### config.mk
export PLATFORM = sky130hd
export DESIGN_NAME = http_chunked_body_decoder
export DESIGN_NICKNAME = d
export VERILOG_FILES = /design/src/hw/rtl/hcbd_pkg.sv /design/src/hw/rtl/hcbd_in_stage.sv /design/src/hw/rtl/hcbd_core.sv /design/src/hw/rtl/hcbd_out_stage.sv /design/src/hw/rtl/http_chunked_body_decoder.sv
export SDC_FILE = /design/constraint.sdc
export NUM_CORES = 1
export LEC_CHECK = 0
export ABC_AREA = 0
export BUFFER_PORTS_ARGS = -buffer_cell sky130_fd_sc_hd__buf_4
export CAP_MARGIN = 10
export CORE_MARGIN = 4
export CORE_UTILIZATION = 45
export CTS_CLUSTER_SIZE = 40
export DETAILED_ROUTE_END_ITERATION = 10
export SLEW_MARGIN = 40
export SYNTH_ARGS = -nofsm -noshare
export SYNTH_HDL_FRONTEND = slang
export SYNTH_SLANG_ARGS = --single-unit
### constraint.sdc
create_clock -name clk -period 3.75 [get_ports clk]
set_input_delay 0.1875 -clock clk [delete_from_list [all_inputs] [get_ports clk]]
set_output_delay 0.1875 -clock clk [all_outputs]
set_load 0.05 [all_outputs]
### src/hw/rtl/hcbd_pkg.sv
// Shared types and constants for the chunked HTTP body decoder.
package hcbd_pkg;

  // Default width of the chunk size counter.
  localparam int SIZE_BITS_DEF = 32;

  // Result kind codes.
  localparam logic [1:0] KIND_PAYLOAD = 2'd0;
  localparam logic [1:0] KIND_END     = 2'd1;
  localparam logic [1:0] KIND_ERROR   = 2'd2;

  // Special bytes of the size line.
  localparam logic [7:0] CHAR_CR = 8'h0D;
  localparam logic [7:0] CHAR_LF = 8'h0A;

  // One result item from the decoder core.
  typedef struct packed {
    logic       vld;
    logic [7:0] data;
    logic [1:0] kind;
  } res_t;

endpackage

### src/hw/rtl/hcbd_in_stage.sv
// Input register stage that holds one accepted byte for the decoder core.
module hcbd_in_stage
  import hcbd_pkg::*;
(
  input  logic       clk,
  input  logic       rst_n,
  input  logic       in_tvalid,
  output logic       in_tready,
  input  logic [7:0] in_tdata,
  input  logic       adv,
  output logic       s1_valid,
  output logic [7:0] s1_byte
);

  logic       s1_valid_r;
  logic [7:0] s1_byte_r;

  // The stage takes a new item when it is empty or is handing its item on.
  assign in_tready = !s1_valid_r || adv;

  always_ff @(posedge clk) begin
    if (!rst_n) begin
      s1_valid_r <= 1'b0;
    end else if (in_tready) begin
      s1_valid_r <= in_tvalid;
    end
  end

  // Payload register needs no reset.
  always_ff @(posedge clk) begin
    if (in_tvalid && in_tready) begin
      s1_byte_r <= in_tdata;
    end
  end

  assign s1_valid = s1_valid_r;
  assign s1_byte  = s1_byte_r;

endmodule

### src/hw/rtl/hcbd_core.sv
// Chunk parsing state machine: size line, payload, trailer, end and error.
module hcbd_core
  import hcbd_pkg::*;
#(
  parameter int SIZE_BITS = SIZE_BITS_DEF
) (
  input  logic       clk,
  input  logic       rst_n,
  input  logic       fire,
  input  logic [7:0] byte_in,
  output res_t       res
);

  localparam logic [2:0] PH_SIZE = 3'd0;
  localparam logic [2:0] PH_LF   = 3'd1;
  localparam logic [2:0] PH_DATA = 3'd2;
  localparam logic [2:0] PH_TR1  = 3'd3;
  localparam logic [2:0] PH_TR2  = 3'd4;
  localparam logic [2:0] PH_DONE = 3'd5;
  localparam logic [2:0] PH_ERR  = 3'd6;

  logic [2:0]           phase_r, phase_nxt;
  logic [SIZE_BITS-1:0] count_r, count_nxt;
  logic                 seen_r, seen_nxt;
  logic                 is_hex;
  logic [3:0]           hex_val;
  logic [SIZE_BITS-1:0] count_dec;

  // Hex digit decode, either case.
  always_comb begin
    is_hex  = 1'b1;
    hex_val = 4'd0;
    if (byte_in >= 8'h30 && byte_in <= 8'h39) begin
      hex_val = 4'(byte_in - 8'h30);
    end else if (byte_in >= 8'h61 && byte_in <= 8'h66) begin
      hex_val = 4'(byte_in - 8'h57);
    end else if (byte_in >= 8'h41 && byte_in <= 8'h46) begin
      hex_val = 4'(byte_in - 8'h37);
    end else begin
      is_hex = 1'b0;
    end
  end

  assign count_dec = count_r - SIZE_BITS'(1);

  // Next state and result for the byte in the input register.
  always_comb begin
    phase_nxt = phase_r;
    count_nxt = count_r;
    seen_nxt  = seen_r;
    res.vld   = 1'b0;
    res.data  = 8'd0;
    res.kind  = KIND_PAYLOAD;
    case (phase_r)
      PH_SIZE: begin
        if (is_hex) begin
          if (count_r[SIZE_BITS-1 -: 4] != 4'd0) begin
            phase_nxt = PH_ERR;
            res.vld   = 1'b1;
            res.kind  = KIND_ERROR;
          end else begin
            count_nxt = {count_r[SIZE_BITS-5:0], hex_val};
            seen_nxt  = 1'b1;
          end
        end else if (byte_in == CHAR_CR && seen_r) begin
          phase_nxt = PH_LF;
        end else begin
          phase_nxt = PH_ERR;
          res.vld   = 1'b1;
          res.kind  = KIND_ERROR;
        end
      end
      PH_LF: begin
        if (byte_in != CHAR_LF) begin
          phase_nxt = PH_ERR;
          res.vld   = 1'b1;
          res.kind  = KIND_ERROR;
        end else if (count_r == '0) begin
          phase_nxt = PH_DONE;
          res.vld   = 1'b1;
          res.kind  = KIND_END;
        end else begin
          phase_nxt = PH_DATA;
        end
      end
      PH_DATA: begin
        count_nxt = count_dec;
        if (count_dec == '0) begin
          phase_nxt = PH_TR1;
        end
        res.vld  = 1'b1;
        res.data = byte_in;
        res.kind = KIND_PAYLOAD;
      end
      PH_TR1: begin
        phase_nxt = PH_TR2;
      end
      PH_TR2: begin
        phase_nxt = PH_SIZE;
        count_nxt = '0;
        seen_nxt  = 1'b0;
      end
      default: begin
        // Done and error phases swallow every byte.
      end
    endcase
  end

  // State advances only when the input register hands on its byte.
  always_ff @(posedge clk) begin
    if (!rst_n) begin
      phase_r <= PH_SIZE;
      count_r <= '0;
      seen_r  <= 1'b0;
    end else if (fire) begin
      phase_r <= phase_nxt;
      count_r <= count_nxt;
      seen_r  <= seen_nxt;
    end
  end

endmodule

### src/hw/rtl/hcbd_out_stage.sv
// Output register that holds one result item until the receiver takes it.
module hcbd_out_stage
  import hcbd_pkg::*;
(
  input  logic       clk,
  input  logic       rst_n,
  input  logic       fire,
  input  res_t       res,
  output logic       out_free,
  output logic       out_tvalid,
  input  logic       out_tready,
  output logic [7:0] out_tdata,
  output logic [1:0] out_tuser
);

  logic       out_valid_r;
  logic [7:0] out_data_r;
  logic [1:0] out_kind_r;

  // The register can load when empty or when its item leaves this cycle.
  assign out_free = !out_valid_r || out_tready;

  always_ff @(posedge clk) begin
    if (!rst_n) begin
      out_valid_r <= 1'b0;
    end else if (out_free) begin
      out_valid_r <= fire && res.vld;
    end
  end

  always_ff @(posedge clk) begin
    if (out_free && fire && res.vld) begin
      out_data_r <= res.data;
      out_kind_r <= res.kind;
    end
  end

  assign out_tvalid = out_valid_r;
  assign out_tdata  = out_data_r;
  assign out_tuser  = out_kind_r;

endmodule

### src/hw/rtl/http_chunked_body_decoder.sv
// Top level of the chunked HTTP body decoder.
//
// Usage: raw body bytes enter on the in_ stream, one byte per item in
// in_tdata. Decoded items leave on the out_ stream: out_tdata carries the
// payload byte (zero for other kinds) and out_tuser the kind, 0 for a
// payload byte, 1 for end of body and 2 for a malformed stream.
// Each input byte gives zero or one result item. The core computes it from
// the byte held in the input register; it is then loaded into the output
// register, and the output register holds it until the receiver takes it.
// The block accepts one byte every cycle while the receiver keeps up; the
// input register and the output register each hold one item, so up to two
// items are buffered.
// When the receiver stalls, the output register holds its item and the
// input register fills; in_tready then falls until the output moves.
// Reset (rst_n low, synchronous) empties both registers and returns the
// parser to the start of a size line. After an end or error result the
// block keeps accepting bytes but emits nothing until reset.
module http_chunked_body_decoder
  import hcbd_pkg::*;
#(
  parameter int SIZE_BITS = SIZE_BITS_DEF
) (
  input  logic       clk,
  input  logic       rst_n,
  input  logic       in_tvalid,
  output logic       in_tready,
  input  logic [7:0] in_tdata,   // [7:0] in_byte
  output logic       out_tvalid,
  input  logic       out_tready,
  output logic [7:0] out_tdata,  // [7:0] out_byte
  output logic [1:0] out_tuser   // [1:0] out_kind
);

  logic       s1_valid;
  logic [7:0] s1_byte;
  logic       out_free;
  logic       adv;
  res_t       res;

  // The held byte moves on whenever the output register can take a result.
  assign adv = s1_valid && out_free;

  hcbd_in_stage u_in (
    .clk       (clk),
    .rst_n     (rst_n),
    .in_tvalid (in_tvalid),
    .in_tready (in_tready),
    .in_tdata  (in_tdata),
    .adv       (adv),
    .s1_valid  (s1_valid),
    .s1_byte   (s1_byte)
  );

  hcbd_core #(
    .SIZE_BITS (SIZE_BITS)
  ) u_core (
    .clk     (clk),
    .rst_n   (rst_n),
    .fire    (adv),
    .byte_in (s1_byte),
    .res     (res)
  );

  hcbd_out_stage u_out (
    .clk        (clk),
    .rst_n      (rst_n),
    .fire       (adv),
    .res        (res),
    .out_free   (out_free),
    .out_tvalid (out_tvalid),
    .out_tready (out_tready),
    .out_tdata  (out_tdata),
    .out_tuser  (out_tuser)
  );

`ifndef ASSERT_OFF
  // The kind code never takes the unused value.
  a_kind_legal: assert property (@(posedge clk) disable iff (!rst_n)
    out_tvalid |-> (out_tuser == KIND_PAYLOAD || out_tuser == KIND_END ||
                    out_tuser == KIND_ERROR))
    else $error("unused result kind");

  // Non-payload kinds carry a zero byte.
  a_zero_byte: assert property (@(posedge clk) disable iff (!rst_n)
    (out_tvalid && out_tuser != KIND_PAYLOAD) |-> (out_tdata == 8'd0))
    else $error("non-payload result with nonzero byte");

  // An error result is the last item the block ever emits.
  a_err_final: assert property (@(posedge clk) disable iff (!rst_n)
    (out_tvalid && out_tready && out_tuser == KIND_ERROR) |=> !out_tvalid)
    else $error("result after error");

  // With the output register empty the input side is never blocked.
  a_ready_empty: assert property (@(posedge clk) disable iff (!rst_n)
    !out_tvalid |-> in_tready)
    else $error("input stalled with empty output");
`endif

endmodule
; ---- Yosys cells after proc, flatten, opt, wreduce, memory -nomap -nowiden
; Cells that the tools add are included.
[totals]
out_inout_bits = 12
word_cells = 82
input_bits = 12
register_bits = 56
[op_classes]
n_reduce_logical = 23
addsub = 4
n_eq_ne = 10
order_cmp = 6
muxes = 31
[ops]
columns = op, n
row1 = 32-bit one-hot mux with 3 select lines, 1
row2 = 32-bit zero test, 2
row3 = 32-bit two-way mux, 2
row4 = 32-bit by 1-bit subtractor with 32-bit output (second input constant), 1
row5 = 3-bit two-way mux, 6
row6 = 8-bit by 7-bit greater-or-equal comparator with 1-bit output (second input constant), 2
row7 = 8-bit by 7-bit <= comparator with 1-bit output (second input constant), 2
row8 = 3-bit one-hot mux with 5 select lines, 1
row9 = 4-bit two-way mux, 3
row10 = 4-bit AND reduction, 3
row11 = 1-bit two-way mux, 11
row12 = 1-bit logical AND, 9
row13 = 8-bit by 4-bit equality test with 1-bit output (second input constant), 1
row14 = 8-bit by 6-bit greater-or-equal comparator with 1-bit output (second input constant), 1
row15 = 8-bit by 6-bit <= comparator with 1-bit output (second input constant), 1
row16 = 2-bit two-way mux, 4
row17 = 8-bit by 4-bit != test with 1-bit output (second input constant), 1
row18 = 4-bit by 3-bit subtractor with 4-bit output (second input constant), 2
row19 = 3-bit by 2-bit equality test with 1-bit output (second input constant), 2
row20 = 5-bit nonzero test, 1
row21 = 2-bit by 1-bit != test with 1-bit output (second input constant), 2
row22 = 2-bit one-hot mux with 2 select lines, 1
row23 = 4-bit nonzero test, 1
row24 = 4-bit by 1-bit subtractor with 4-bit output (second input constant), 1
row25 = 11 further kinds, 13

; ---- Longest topological paths before layout
; Gate-level depths: netlist of run 1.
[depth]
depth_word = 8
mapped_depth = 10
ltp_nobuf = 8

; ---- Cells and area by module
; Synthesis of run 1 repeated with hierarchy kept, for this count alone.
[unflattened]
hier_cells = 440
area_unflattened_um2 = 3683.5
[modules_own_cells]
columns = mod, area_per_inst_um2, n_inst, seq_area_each_um2, cells_per_inst
row1 = hcbd_core, 3014.1, 1, 720.7, 411
row2 = hcbd_out_stage, 365.4, 1, 320.3, 15
row3 = hcbd_in_stage, 297.8, 1, 260.2, 13
row4 = http_chunked_body_decoder, 6.3, 1, 0.0, 1

; ---- Least setup slack after synthesis of run 1
; OpenSTA, ideal clock, no wires.
[synth_timing]
path_type = reg-to-reg
startpoint = register u_in.s1_byte_r[0], in the netlist u_in.s1_byte[0]
endpoint = register u_out.out_data_r[0], in the netlist u_out.out_tdata[0] (enable)
required_ns = 3.405
path_stages_with_launch = 8
arrival_ns = 1.999
path_slack_ns = 1.406
period_less_slack_ns = 2.344
path_buffers = 0
cell_sequence = edfxtp_1 > inv_1 > ha_1 > inv_1 > o311a_1 > o21ai_1 > nor4b_1 > o21a_1
[synth_between]
elab_chain_cells = 8
word_cells_on_any_way = 20
cone_classes = order compare (6) / eq/ne (2) / mux (7) / reduce/logical (5)
[synth_lines]
columns = item, line
row1 = from (decl), hcbd_in_stage.sv:16  ; logic [7:0] s1_byte_r;
row2 = from (signal assigned), hcbd_in_stage.sv:32  ; s1_byte_r <= in_tdata;
row3 = 8-bit by 7-bit greater-or-equal comparator with 1-bit output or 8-bit by 7-bit <= comparator with 1-bit output (tied branches), hcbd_core.sv:37  ; end else if (byte_in >= 8'h41 && byte_in <= 8'h46) begin
row4 = 1-bit logical AND, hcbd_core.sv:37
row5 = 1-bit two-way mux, hcbd_core.sv:37
row6 = 1-bit two-way mux, hcbd_core.sv:35  ; end else if (byte_in >= 8'h61 && byte_in <= 8'h66) begin
row7 = 1-bit two-way mux, hcbd_core.sv:33  ; if (byte_in >= 8'h30 && byte_in <= 8'h39) begin
row8 = 1-bit two-way mux, hcbd_core.sv:56  ; if (is_hex) begin
row9 = 1-bit one-hot mux with 3 select lines *, hcbd_core.sv:54  ; case (phase_r)
row10 = 1-bit logical AND *, hcbd_out_stage.sv:32  ; if (out_free && fire && res.vld) begin
row11 = to (signal assigned), hcbd_out_stage.sv:33  ; out_data_r <= res.data;
row12 = to (decl), hcbd_out_stage.sv:17  ; logic [7:0] out_data_r;
; Mark *: on every way between the ends. The rest lies on a longest branch, timed or not.
; A chain may end at the register's enable or synchronous reset.

; ---- Final worst setup path of run 1
[layout_timing]
startpoint = register u_core.count_r[0]
endpoint = register u_core.phase_r[0]
[layout_between]
elab_chain_cells = 4
word_cells_on_any_way = 8
cone_classes = add/sub (1) / eq/ne (1) / mux (3) / reduce/logical (3)
[layout_lines]
columns = item, line
row1 = from (decl), hcbd_core.sv:23  ; logic [SIZE_BITS-1:0] count_r, count_nxt;
row2 = from (signal assigned), hcbd_core.sv:117  ; count_r <= count_nxt;
row3 = 32-bit by 1-bit subtractor with 32-bit output or 32-bit zero test (tied branches), "hcbd_core.sv:44, hcbd_core.sv:78"
row4 = 32-bit zero test or 3-bit two-way mux (tied branches), "hcbd_core.sv:88, hcbd_core.sv:78"
row5 = 2-bit by 1-bit != test with 1-bit output (no line) or 3-bit two-way mux (tied branches), n/a
row6 = 4-bit AND reduction (no line) or 3-bit one-hot mux with 5 select lines (tied branches), n/a
row7 = to (signal assigned), hcbd_core.sv:116  ; phase_r <= phase_nxt;
row8 = to (decl), hcbd_core.sv:22  ; logic [2:0] phase_r, phase_nxt;
; Parallel ways exist; a longest one is shown, timed or not.

==> flow_summary.yaml, run 1 <==
sta:
  period_needed_ps: 3070
  post-route-period-util: 0.8188
  finClkSkew_ps: 13.73
  fin_tns_setup_ps: 0
  slew_viol_final: 0
  worst_pin_slew_ps: 681.9
  setup_viol: 0
  relSlewSlack: 0.5440
  fmax_mhz: 325.7
  hold_violations: 0
  rsz0062_at_grt: "no"
run:
  maxCapViolations: 0
die:
  dieArea_um2: 9706
  num_io_pins: 24
  die_h_um: 98.52
  start_util: 0.4699
  core_area_um2: 7848
  chipWidth_um: 98.52
  rows: 32
synth:
  synth_cells: 451
  yosys_warnings: 0
  postSynth.asyncResetShare: 0
  synth_nets: 470
  ys_seq_elements: 56
  yosys-top-cells-area: "dfxtp_1, edfxtp_1, nor2_1"
  yosysSeqAreaShare: 0.3529
  syn_avg_cell_area_um2: 8.176
  netlist_area_um2: 3687
  synth_area_leader_cell: "dfxtp_1"
  synth_top_area_share: 0.2063
  synthFlopType: "dfxtp_1"
  synth.distinct_cells: 63
  synth-edff-count: 18
worst_setup_path:
  crit_family: "simple AND/OR/NAND/NOR gates"
  required_ps: 4020
  cp_max_fo: 15
  cp_num_buf_inv: 1
  slowest_stage: "nand4_1"
  critical_path.max_stage_delay_ps: 590
  worstRegToRegCells: 8
  cp-end-kind: "register"
  rrSetupSlack_ps: 680
  crit_chain: "inv_1, ha_1, nor3b_1, nand4_1, nor3_1, xor2_1, nor4_1, a31o_1"
  r2r-start: "u_core.count_r[0]$_SDFFE_PN0P_"
  reg2reg_to: "u_core.phase_r[0]$_SDFFE_PN0P_"
  path_class: "register to register"
  cp-start-kind: "register"
  arrival_ps: 3340
run_status:
  status: "finished, final reports clean"
cells_and_area:
  nets: 467
  post-route-util: 0.5067
  final_layout_size_suffix_gt1_frac: 0.1381
  mostFrequentLayoutCells: "nor2_1, a21oi_1, dfxtp_1"
  area_growth_syn_to_layout_pct: 7.838
  stdcell_count: 551
  n_antenna_cell: 0
  final_common_cell: "nor2_1"
  n_fill_cell: 790
placed_design:
  hpwl_mm: 6.463
  place_inst: 543
  io_buffers: 23
  gp_congestion: 0.8557
cts:
  clk_pin_slew_worst_paths_ps: 110
  ctsResizeCount: 0
  clockRootBuffer: "clkbuf_8"
  htree_levels: 2
  post_cts_buffers: 0
  tritoncts: "done"
  clock_sinks: 56
  cts_buffers: 5
  insertion_delay_ps: 320
  clockBufferDepth: 2
  ctsHoldBuffers: 0
drt:
  num_vias: 3401
  antenna_left: 0
  wirelength_mm: 9.547
  wl_per_cell_um: 17.33
  drt_pass1_iterations: 5
  drt-initial-drc-count: 200
  drc: 0
  vias_per_cell: 6.172
worst_hold_path:
  min_to: "u_in.s1_byte[7]$_DFFE_PP_"
  min_path_type: "input pin to register"
  hold_depth: 1
  min_from: "in_tdata[7]"
global_route:
  grt_pass1_wl_mm: 16.24
  grt_overflow: 0
  gr-usage-all-layers: 0.1993
  grt_max_degree: 34
  grt_pass1_vias: 3117
  antenna_found_initial: 0
power_and_ir_drop:
  leakage_nw: 1.429
  peakVddDrop_v: 0.0001913
  powerDensity_nw_per_um2: 406.9
[worst register-to-register path: stages (launching register included)]
cell and delay, ps:
dfxtp_1 420, inv_1 150, ha_1 310, nor3b_1 290, nand4_1 590, nor3_1 540, xor2_1 120, nor4_1 400
a31o_1 190
[cells in the mapped netlist, drive strengths merged, types with 3 or more instances]
| cell type | n |
|---|---|
| a22o | 5 |
| clkbuf | 23 |
| buf | 15 |
| a32o | 4 |
| o22ai | 3 |
| a21oi | 39 |
| and2 | 7 |
| o21a | 5 |
| xor2 | 13 |
| edfxtp | 18 |
| nand3 | 10 |
| nand2 | 29 |
| nor4b | 6 |
| dfxtp | 38 |
| or3 | 7 |
| and3 | 3 |
| nand4 | 8 |
| a211oi | 5 |
| nor2b | 3 |
| nor3 | 28 |
| xnor2 | 4 |
| inv | 13 |
| nor2 | 53 |
| o21ai | 33 |
| ha | 7 |
| or4 | 6 |
| o31ai | 4 |
| nor4 | 16 |
| a221oi | 13 |
| nand2b | 3 |
[power breakdown]
part           internal (mW)  switching [mW]  leakage (nW)
clock                  0.202           0.211        0.0548
combinational          0.186           0.318         0.896
sequential             0.657          0.0444         0.479
total                   1.04           0.573          1.43
[layout make-up]
type | instances | area, um^2 | share of cell area
inverters | 14 | 53.80 | 0.01353
well taps | 102 | 127.6 | 0.03210
repair buffers | 28 | 210.2 | 0.05286
multi-input cells | 343 | 2168 | 0.5453
clock buffers | 5 | 68.82 | 0.01731
clock inverters | 3 | 46.29 | 0.01164
flip-flops and latches | 56 | 1301 | 0.3273
[stage by stage]
| step | hold WS [ps] | setup WS, ps | power, mW | area, um^2 |
|---|---|---|---|---|
| global placement | 365.9 | 747.4 | 1.210 | 3851 |
| floorplan | 286.4 | 1406 | 1.102 | 3687 |
| CTS | 31.75 | 717.6 | 1.629 | 3971 |
| detailed placement | 366.7 | 736.1 | 1.213 | 3856 |
| global route | 23.89 | 375.2 | 1.718 | 3976 |
| finish | 36.38 | 679.6 | 1.618 | 3976 |
[logic make-up (layout without fill, tap and decap cells)]
| logic type | count (synthesis) | in the layout | share of synthesized area |
|---|---|---|---|
| adder cells (fa/ha/maj) | 7 | 7 | 0.02375 |
| buffers and inverters | 52 | 50 | 0.06243 |
| AO/OA/AOI/OAI | 131 | 131 | 0.2318 |
| AND/OR/NAND/NOR | 188 | 188 | 0.2888 |
| flip-flops | 56 | 56 | 0.3529 |
| XOR/XNOR | 17 | 17 | 0.04038 |
[how the worst max path moves through the flow]
stage | cells after the start | start | endpoint | slack, ps
6_report | 8 | u_core.count_r[0]$_SDFFE_PN0P_ | u_core.phase_r[0]$_SDFFE_PN0P_ | 680
2_1_floorplan | 7 | u_in.s1_byte[0]$_DFFE_PP_ | u_out.out_tdata[0]$_SDFFCE_PN0P_ | 1410
4_1_cts | 8 | u_core.count_r[0]$_SDFFE_PN0P_ | u_core.phase_r[0]$_SDFFE_PN0P_ | 720
3_3_place_gp | 8 | u_core.count_r[0]$_SDFFE_PN0P_ | u_core.phase_r[0]$_SDFFE_PN0P_ | 750
3_5_place_dp | 8 | u_core.count_r[0]$_SDFFE_PN0P_ | u_core.phase_r[0]$_SDFFE_PN0P_ | 740
5_1_grt | 8 | u_core.count_r[0]$_SDFFE_PN0P_ | u_core.phase_r[0]$_SDFFE_PN0P_ | 380
[sequential cells by signal, indices dropped and copies added, names as in the netlist]
register / count
u_out.out_tuser: 2
u_in.s1_byte: 8
u_core.count_r: 32
u_core.seen_r: 1
u_core.phase_r: 3
u_in.s1_valid: 1
u_out.out_tvalid: 1
u_out.out_tdata: 8
[per-layer routing]
metal | track usage | vias to the layer above | wire [um]
met4 | 0.04622 | 0 | 77
met3 | 0.02477 | 7 | 510
met5 | 0 | - | 0
met1 | 0.2968 | 1620 | 4619
li1 | - | 1674 | -
met2 | 0.3073 | 100 | 4339
No activity file was read; power rests on OpenSTA's default activity.
==> run 2: changes to the inputs <==
Clock period 3.75 ns to 3.2 ns, I/O delays scaled along.
==> flow_summary.yaml, run 2 (same netlist as run 1, synthesis figures left out) <==
run_status:
  status: "finished, final reports clean"
placed_design:
  hpwl_mm: 6.509
  gp_congestion: 0.8812
  pre_cts_ws_ps: 428.2
  io_buffers: 23
  place_inst: 548
cells_and_area:
  largest_reg_flops: 32
  area_growth_syn_to_layout_pct: 9.535
  final_layout_size_suffix_gt1_frac: 0.1416
  post-route-util: 0.5147
  final_common_cell: "nor2_1"
  stdcell_count: 561
  n_antenna_cell: 0
  mostFrequentLayoutCells: "nor2_1, a21oi_1, dfxtp_1"
  nets: 477
  largest-register: "u_core.count_r"
cts:
  htree_levels: 2
  clockRootBuffer: "clkbuf_8"
  clk_pin_slew_worst_paths_ps: 110
  clock_sinks: 56
  post_cts_buffers: 0
  insertion_delay_ps: 330
  tritoncts: "done"
  cts_buffers: 5
  ctsHoldBuffers: 2
  ctsResizeCount: 0
  clockBufferDepth: 2
worst_hold_path:
  hold_depth: 1
  min_path_type: "input pin to register"
  min_from: "in_tdata[2]"
die:
  chipWidth_um: 98.52
  die_h_um: 98.52
  dieArea_um2: 9706
  rows: 32
  start_util: 0.4699
  num_io_pins: 24
  core_area_um2: 7848
run:
  maxCapViolations: 0
power_and_ir_drop:
  powerDensity_nw_per_um2: 457.1
  peakVddDrop_v: 0.0001948
  leakage_nw: 1.467
worst_setup_path:
  slowest_stage: "dfxtp_1"
  crit_family: "simple AND/OR/NAND/NOR gates"
  path_class: "register to register"
  reg2reg_to: "u_core.phase_r[0]$_SDFFE_PN0P_"
  cp_max_fo: 11
  arrival_ps: 3080
  crit_path_start: "u_core.count_r[0]$_SDFFE_PN0P_"
  crit_path_end: "u_core.phase_r[0]$_SDFFE_PN0P_"
  cp-start-kind: "register"
  cp-end-kind: "register"
  critical_path.max_stage_delay_ps: 430
  rrSetupSlack_ps: 390
  r2r-start: "u_core.count_r[0]$_SDFFE_PN0P_"
  required_ps: 3470
  crit_chain: "inv_1, ha_1, nor3b_1, nand4_1, buf_4, nor4_2, xor2_1, nor4_1, a31o_1"
  cp_num_buf_inv: 2
  cp.depth: 9
  worstRegToRegCells: 9
drt:
  wl_per_cell_um: 17.05
  antenna_left: 0
  drt-initial-drc-count: 217
  drt_pass1_iterations: 5
  vias_per_cell: 6.139
  wirelength_mm: 9.567
  drc: 0
  num_vias: 3444
sta:
  setup_slack_ps: 392.9
  rsz0062_at_grt: "no"
  period_needed_ps: 2807
  setup_viol: 0
  hold_violations: 0
  finClkSkew_ps: 12.79
  worst_pin_slew_ps: 589.5
  fmax_mhz: 356.2
  holdWs_ps: 13.48
  post-route-period-util: 0.8772
  relSlewSlack: 0.6038
  fin_tns_setup_ps: 0
  slew_viol_final: 0
global_route:
  gr-usage-all-layers: 0.1934
  antenna_found_initial: 0
  grt_pass1_vias: 3037
  grt_max_degree: 34
  grt_pass1_wl_mm: 15.62
  grt_overflow: 0
-- run 2: cell types whose count changed in the layout (fill, tap and decap cells not counted) --
cell and change:
buf_4 +5, dlygate4sd3_1 +5, a21o_1 +1, a21o_2 -1, bufinv_16 -1, inv_6 +1, nor2_1 +1, nor2_2 -1
-- run 2: metrics by stage --
step           power (mW)  instance area, um^2
5_1_grt             1.944                 4039
6_report            1.846                 4039
3_3_place_gp        1.429                 3889
2_1_floorplan       1.292                 3687
4_1_cts             1.848                 4004
3_5_place_dp        1.429                 3890
-- run 2: worst register-to-register path, cell delays in order (launching register included) --
cell and delay [ps]:
dfxtp_1 430, inv_1 150, ha_1 310, nor3b_1 310
nand4_1 370, buf_4 310, nor4_2 280, xor2_1 120
nor4_1 300, a31o_1 190
-- run 2: where the power goes --
| part | switching (mW) | leakage (nW) | internal [mW] |
|---|---|---|---|
| Combinational | 0.379 | 0.943 | 0.230 |
| Clock | 0.260 | 0.0452 | 0.160 |
| Sequential | 0.0464 | 0.479 | 0.770 |
-- run 2: worst min path at each step --
stage,slack [ps],end
6_report,10,u_in.s1_byte[2]$_DFFE_PP_
5_1_grt,0.6,u_in.s1_byte[2]$_DFFE_PP_
4_1_cts,0.05,u_in.s1_byte[5]$_DFFE_PP_
3_5_place_dp,340,u_in.s1_byte[7]$_DFFE_PP_
3_3_place_gp,340,u_in.s1_byte[6]$_DFFE_PP_
2_1_floorplan,260,u_in.s1_byte[0]$_DFFE_PP_
-- run 2: cell type report --
class                   count  area [um^2]
clock buffers               5        68.82
clock inverters             3        25.02
fillers                   783         3809
inverters                  14        53.80
multi-input cells         343         2165
flip-flops and latches     56         1301
well taps                 102        127.6
repair buffers             38        297.8
-- run 2: layer usage --
layer / GRT usage / share of wire / wire (um) / vias up
li1: - / - / - / 1687
met3: 0.02548 / 0.056 / 534 / 7
met2: 0.3001 / 0.46 / 4402 / 110
met5: 0 / 0 / 0 / -
met1: 0.2850 / 0.47 / 4540 / 1640
met4: 0.04727 / 0.0093 / 89 / 0
==> run 3: changes to the inputs <==
==> constraint.sdc (replaced) <==
create_clock -name clk -period 3.2 [get_ports clk]
set_input_delay 0.48 -clock clk [delete_from_list [all_inputs] [get_ports clk]]
set_output_delay 0.48 -clock clk [all_outputs]
set_load 0.05 [all_outputs]
==> flow_summary.yaml, run 3 (same netlist as run 1, synthesis figures left out) <==
run_status:
  status: "finished, final reports clean"
worst_hold_path:
  min_from: "in_tdata[1]"
  min_path_type: "input pin to register"
global_route:
  antenna_found_initial: 0
  grt_overflow: 0
  gr-usage-all-layers: 0.2026
  grt_pass1_vias: 3202
  grt_pass1_wl_mm: 16.48
  grt_max_degree: 34
die:
  start_util: 0.4699
  core_area_um2: 7848
  chipWidth_um: 98.52
  die_h_um: 98.52
  rows: 32
  num_io_pins: 24
  dieArea_um2: 9706
cts:
  ctsResizeCount: 0
  tritoncts: "done"
  clock_sinks: 56
  clk_pin_slew_worst_paths_ps: 110
  post_cts_buffers: 0
  htree_levels: 2
  clockBufferDepth: 2
  cts_buffers: 5
  ctsHoldBuffers: 0
  clockRootBuffer: "clkbuf_8"
  insertion_delay_ps: 320
drt:
  vias_per_cell: 6.118
  antenna_left: 0
  drt-initial-drc-count: 223
  drc: 0
  num_vias: 3408
  wl_per_cell_um: 17.31
  wirelength_mm: 9.639
  drt_pass1_iterations: 4
placed_design:
  io_buffers: 23
  gp_congestion: 0.8726
  pre_cts_ws_ps: 430.8
  hpwl_mm: 6.662
  dpl_cell_area_um2: 3896
sta:
  worst_pin_slew_ps: 585.2
  slew_viol_final: 0
  fin_tns_setup_ps: 0
  setup_viol: 0
  post-route-period-util: 0.8727
  period_needed_ps: 2793
  finClkSkew_ps: 5.404
  hold_violations: 0
  setup_slack_ps: 407.4
  rsz0062_at_grt: "no"
  fmax_mhz: 358.1
  relSlewSlack: 0.6063
run:
  maxCapViolations: 0
worst_setup_path:
  cp-start-kind: "register"
  required_ps: 3170
  cp-end-kind: "register"
  r2r-start: "u_in.s1_byte[0]$_DFFE_PP_"
  arrival_ps: 2770
  crit_path_start: "u_in.s1_byte[0]$_DFFE_PP_"
  path_class: "register to register"
  cp_max_fo: 11
power_and_ir_drop:
  peakVddDrop_v: 0.0001765
  leakage_nw: 1.452
  powerDensity_nw_per_um2: 462.3
cells_and_area:
  post-route-util: 0.5092
  largest-register: "u_core.count_r"
  n_fill_cell: 803
  largest_reg_flops: 32
  final_layout_size_suffix_gt1_frac: 0.1429
  final_area_um2: 3996
  mostFrequentLayoutCells: "nor2_1, a21oi_1, dfxtp_1"
  n_antenna_cell: 0
  final_common_cell: "nor2_1"
  area_growth_syn_to_layout_pct: 8.381
  nets: 473
-- run 3: final cells by class --
type	instances	area [um^2]	share of cell area
tap	102	127.6	0.03193
clock buffer	5	68.82	0.01722
sequential	56	1301	0.3256
inverter	14	52.55	0.01315
clock inverter	3	26.28	0.006575
timing repair buffer	34	255.2	0.06387
multi-input combinational	343	2165	0.5416
-- run 3: critical path, cell delays in order, from the launching register on --
cell and delay [ps]:
edfxtp_1 450, inv_1 180, ha_1 200, inv_1 40, o311a_1 370, o21ai_1 390
nor4b_1 310, o21a_1 500
-- run 3: path summary, 6_finish.rpt --
path,slack [ps],end,cells past startpoint
setup / recovery,410,u_out.out_tdata[6]$_SDFFCE_PN0P_,7
setup reg to reg,410,u_out.out_tdata[6]$_SDFFCE_PN0P_,7
hold / removal,330,u_in.s1_byte[1]$_DFFE_PP_,1
hold reg to reg,520,u_core.seen_r$_SDFFE_PN0P_,2
-- run 3: metrics by stage --
stage / std cells / power, mW / hold slack [ps]
final: 557 / 1.848 / 326.3
after global routing: 557 / 1.966 / 302.0
after CTS: 557 / 1.852 / 322.5
after detailed placement: 549 / 1.432 / 510.8
after global placement: 549 / 1.430 / 515.0
after floorplan: 451 / 1.292 / 478.3
-- run 3: report_power, final --
part	switching, mW	internal [mW]	leakage (nW)
clock network	0.264	0.161	0.0487
logic	0.380	0.227	0.925
registers	0.0464	0.770	0.479
-- run 3: per-layer routing --
| layer | wire length, um | global-route usage | up-vias |
|---|---|---|---|
| li1 | - | - | 1687 |
| met1 | 4715 | 0.3050 | 1612 |
| met2 | 4388 | 0.3115 | 104 |
| met3 | 499 | 0.02689 | 5 |
| met4 | 35 | 0.03887 | 0 |
| met5 | 0 | 0 | - |
